--- config.mk ---
export PLATFORM = sky130hd
export DESIGN_NAME = stk_div
export DESIGN_NICKNAME = d
export VERILOG_FILES = /design/src/rtl/stk_pkg.sv /design/src/rtl/stk_div.sv
export SDC_FILE = /design/constraint.sdc
export NUM_CORES = 1
export LEC_CHECK = 0
export BUFFER_PORTS_ARGS = -buffer_cell sky130_fd_sc_hd__buf_2
export CORE_ASPECT_RATIO = 0.6
export CORE_MARGIN = 3
export CORE_UTILIZATION = 61
export DETAILED_ROUTE_END_ITERATION = 7
export HOLD_SLACK_MARGIN = 0.02
export MAX_ROUTING_LAYER = met4
export PLACE_DENSITY = 0.95
export RECOVER_POWER = 100
export SLEW_MARGIN = 20
export SYNTH_ARGS = -nofsm -noshare
export SYNTH_HDL_FRONTEND = slang
export SYNTH_SLANG_ARGS = --single-unit
export TNS_END_PERCENT = 20
--- constraint.sdc ---
create_clock -name clock -period 5.7 [get_ports clock]
set_clock_uncertainty 0.2 [all_clocks]
set_input_delay 0.57 -clock clock [delete_from_list [all_inputs] [get_ports clock]]
set_output_delay 0.57 -clock clock [all_outputs]
set_load 0.01 [all_outputs]
--- src/rtl/stk_pkg.sv ---
package stk_pkg;

   localparam int VALUE_W = 32;
   localparam int SUM_W   = 40;
   localparam int REQ_W   = 2;
   localparam int FAULT_W = 2;
   localparam int STEP_W  = $clog2(SUM_W + 1);
   localparam int ENTRY_W = 3 * VALUE_W;

   localparam logic [REQ_W-1:0] REQ_PUSH = 2'd0;
   localparam logic [REQ_W-1:0] REQ_POP  = 2'd1;

   localparam logic [FAULT_W-1:0] FAULT_OK        = 2'd0;
   localparam logic [FAULT_W-1:0] FAULT_UNDERFLOW = 2'd1;
   localparam logic [FAULT_W-1:0] FAULT_OVERFLOW  = 2'd2;

   typedef enum logic [2:0] {
      ST_IDLE,
      ST_LOAD,
      ST_DIV_GO,
      ST_DIV_WAIT,
      ST_REPLY
   } ctl_state_type;

   typedef struct packed {
      logic signed [VALUE_W-1:0] value;
      logic signed [VALUE_W-1:0] run_min;
      logic signed [VALUE_W-1:0] run_max;
   } entry_type;

endpackage

--- src/rtl/stk_div.sv ---
module stk_div #(
   parameter int CW = 9
) (
   input  logic                                 clock,
   input  logic                                 reset,
   input  logic                                 start,
   input  logic signed [stk_pkg::SUM_W-1:0]     dividend,
   input  logic [CW-1:0]                        divisor,
   output logic                                 done,
   output logic signed [stk_pkg::VALUE_W-1:0]   quotient
);

   import stk_pkg::*;

   // Restoring radix-2 division of the magnitude, one quotient bit a cycle.
   logic                busy_ff, busy_in;
   logic                done_ff, done_in;
   logic                neg_ff, neg_in;
   logic [STEP_W-1:0]   cnt_ff, cnt_in;
   logic [CW-1:0]       rem_ff, rem_in;
   logic [SUM_W-1:0]    quo_ff, quo_in;
   logic [CW:0]         rem_shift;
   logic [CW:0]         rem_diff;
   logic                fits;
   logic [SUM_W-1:0]    quo_signed;

   always_comb begin
      rem_shift = {rem_ff, quo_ff[SUM_W-1]};
      rem_diff  = rem_shift - {1'b0, divisor};
      fits      = (rem_shift >= {1'b0, divisor});
      busy_in   = busy_ff;
      done_in   = 1'b0;
      neg_in    = neg_ff;
      cnt_in    = cnt_ff;
      rem_in    = rem_ff;
      quo_in    = quo_ff;
      if (start) begin
         neg_in  = dividend[SUM_W-1];
         quo_in  = dividend[SUM_W-1] ? -dividend : dividend;
         rem_in  = '0;
         cnt_in  = STEP_W'(SUM_W);
         busy_in = 1'b1;
      end else if (busy_ff) begin
         rem_in = fits ? rem_diff[CW-1:0] : rem_shift[CW-1:0];
         quo_in = {quo_ff[SUM_W-2:0], fits};
         cnt_in = cnt_ff - STEP_W'(1);
         if (cnt_ff == STEP_W'(1)) begin
            busy_in = 1'b0;
            done_in = 1'b1;
         end
      end
   end

   always_ff @(posedge clock) begin
      if (reset) begin
         busy_ff <= 1'b0;
         done_ff <= 1'b0;
      end else begin
         busy_ff <= busy_in;
         done_ff <= done_in;
      end
      neg_ff <= neg_in;
      cnt_ff <= cnt_in;
      rem_ff <= rem_in;
      quo_ff <= quo_in;
   end

   assign quo_signed = neg_ff ? -quo_ff : quo_ff;
   assign quotient   = quo_signed[VALUE_W-1:0];
   assign done       = done_ff;

endmodule

==> metrics.md <==
| Metric | Value |
|---|---|
| Die Height | `71.34 um` |
| Root Driver | `clkbuf_16` |
| Max H-tree Level | `3` |
| Mapped Cells | `481` |
| Combinational share of power | `around 23%` |
| Synth async-reset ratio | `0%` |
| Crit path kind | `input pin to register` |
| P_sw | `0.4386 mW` |
| Yosys reg bits | `58` |
| Post-CTS Resized | `0` |
| Sw frac | `a little under a third` |
| Synth area leaders | `edfxtp_1, xnor2_1, dfxtp_1` |
| Total I/O pin count | `85` |
| TritonCTS buffer count | `9` |
| GRT Resource Usage Total | `a little under a third` |
| Detailed Route WL | `around 12 mm` |
| Post-synth EDFFs | `41` |
| Setup violators final | `0` |
| Relative slew slack | `-54.96%` |
| Vias per cell | `between 6 and 7` |
| Final Cycle Share | `between 80 and 90%` |
| Worst min-delay path class | `input pin to register` |
| Warnings, synthesis | `0` |
| Non-Filler Instances | `between 600 and 700` |
| Seq pwr share | `about two fifths` |
| Via count | `around 4200` |
| CP startpoint kind | `input pin` |
| First-pass GRT wire length | `roughly 19 mm` |
| Most common cell in the netlist | `nor2_1` |
| Die Wd | `~110 um` |
| Core Region | `0.006792 mm2` |
| Clock Power Share | `between 30% and 40%` |
| # diodes | `0` |
| Post-CTS setup buffers | `0` |
| Fmax achieved | `218.9 MHz` |
| Area Growth Syn to Fin | `15.74%` |
| Pwr Total | `around 1.4 mW` |
| Cell area after synthesis | `about 0.0043 mm2` |
| Antenna Violating Nets Remaining | `0` |
| PwrDens | `about 280 mW/mm2` |
| Setup TNS | `0 ps` |
| Worst path required time | `approximately 5400 ps` |
| Slew at the pin with the worst max-slew slack | `~2300 ps` |
| Drt drc | `0` |
| Port buffer count | `84` |
| Initial DRC Count | `about 430` |
| # placed instances | `around 630` |
| DP Area | `0.004793 mm2` |
| Fin. Hold Viols | `0` |
| Reg clk slew, reported paths | `50 ps` |
| CTS max path bufs | `2` |
| Initial Util | `around 64%` |
| Peak VDD IR | `0.1663 mV` |
| Yosys top cell area share | `between 20% and 30%` |
| Final core occ | `between 70% and 80%` |
| GRT overflow | `0` |
| Vias in the first global route | `3979` |
| Later-pin clock latency in the skew report | `330 ps` |
| Data arrival, critical path | `4270 ps` |
| Hold-fix buffers, CTS | `0` |
| Row cnt | `23` |
| Synth cell types | `57` |
| Hold Slack | `219.8 ps` |
| Design Area, Final | `around 0.0050 mm2` |
| Final HPWL DP | `around 8.4 mm` |
| Ys flop type | `edfxtp_1` |
| CTS Sinks | `58` |
| Failing checks | `max-capacitance violations, max-slew violations` |
| Leak | `1.922 nW` |
| Sequential area share after synthesis | `a little over a third` |
| Share of layout cells above drive strength 1 | `around 14%` |
| CP endpoint kind | `register` |
| Die area | `0.008197 mm2` |
| Initial antenna violation count | `0` |
| Maxcap violations | `4` |
| Worst Slack Setup Final | `about 1100 ps` |
| Internal cell power | `0.9792 mW` |
| Min cycle time layout | `~4600 ps` |
| DR WL/cell | `18.85 um` |
| Syn nets | `around 550` |
| Worst-path fanout max | `between 40 and 50` |
| Status | `complete, but fails checks` |
| CTS tree | `done` |
| DP Worst Slack | `2177 ps` |
| Syn Area/Cell | `~9 um2` |
| Yosys top cell by area | `edfxtp_1` |
| GP Congestion | `between 0.8 and 0.9` |
| Synth top cells by count | `nor2_1, xnor2_1, edfxtp_1` |
| RSZ-0062 raised after global routing | `no` |
| Largest net degree at the start of global routing | `48` |
| Final-report max-slew violation count | `172` |
| DRT Pass-1 Iters | `5` |
| Final nets | `between 600 and 700` |
==> cells in the final DEF (no fill, tap or decap), types with 2 or more instances in the layout <==
master,n
o21a_1,5
nand3b_1,2
mux2_2,8
a31oi_1,2
nor4_1,4
mux2i_1,10
inv_1,24
o21ai_0,29
o41ai_1,10
clkbuf_1,40
o31ai_1,15
o31ai_4,2
xor2_1,28
or3_1,7
buf_2,47
inv_4,2
nor3_1,14
o211ai_1,3
or4_1,12
nand2_1,34
clkbuf_16,9
nand4b_1,2
ha_1,13
clkinv_2,3
xnor2_1,45
edfxtp_1,41
nor2_1,46
nand3_1,6
o311ai_0,2
a21o_1,3
dfxtp_1,17
a21oi_1,33
nand2b_1,10
nor2b_1,4
a211oi_1,5
==> power groups by stage <==
stage / logic, mW / clock network [mW] / registers (mW)
finish: 0.322 / 0.538 / 0.558
global route: 0.349 / 0.558 / 0.564
CTS: 0.326 / 0.541 / 0.554
detailed placement: 0.319 / 0 / 0.561
global placement: 0.308 / 0 / 0.558
floorplan: 0.217 / 0 / 0.543
==> registers in the layout, indices dropped and copies added, names as in the netlist <==
| register | count |
|---|---|
| quo_ff | 40 |
| neg_ff | 1 |
| done | 1 |
| busy_ff | 1 |
| cnt_ff | 6 |
| rem_ff | 9 |
==> routing by layer <==
layer  part of all wire (%)  global-route usage (%)  up-vias
li1                       -                       -     1904
met1                     42                   41.36     1940
met2                     45                   44.68      274
met3                     11                   7.932       45
met4                    2.9                   12.37        0
met5                      0                       -        -
==> worst paths after layout <==
kind              slack [ps]   endpoint        from  cells past startpoint
setup / recovery        1130  quo_ff[3]       start                      4
hold / removal           220    busy_ff       reset                      2
setup reg to reg        2240  rem_ff[0]  quo_ff[39]                     11
hold reg to reg          280  rem_ff[8]   rem_ff[8]                      2
==> area by class of cell <==
type	instances	area (um2)
clock buffers	9	225.2
repair buffers	87	385.4
fillers	482	1768
inverters	24	90.09
well taps	87	108.9
multi-input cells	376	2576
flip-flops and latches	58	1572
clock inverters	7	66.31
==> cells by family after synthesis <==
| kind of cell | synth area share, % |
|---|---|
| AOI/OAI and AO/OA | 18.59 |
| xor gates and xnor gates | 14.73 |
| adders and majority gates | 4.209 |
| buffers and inverters | 4.353 |
| DFF | 36.21 |
| muxes | 4.382 |
| and+or+nand+nor | 17.53 |
==> worst max-delay path, stage by stage <==
cell	delay (ps)
clkbuf_1	1370
nor2_1	480
inv_1	150
clkbuf_1	1680
No activity file was read; power rests on OpenSTA's default activity.
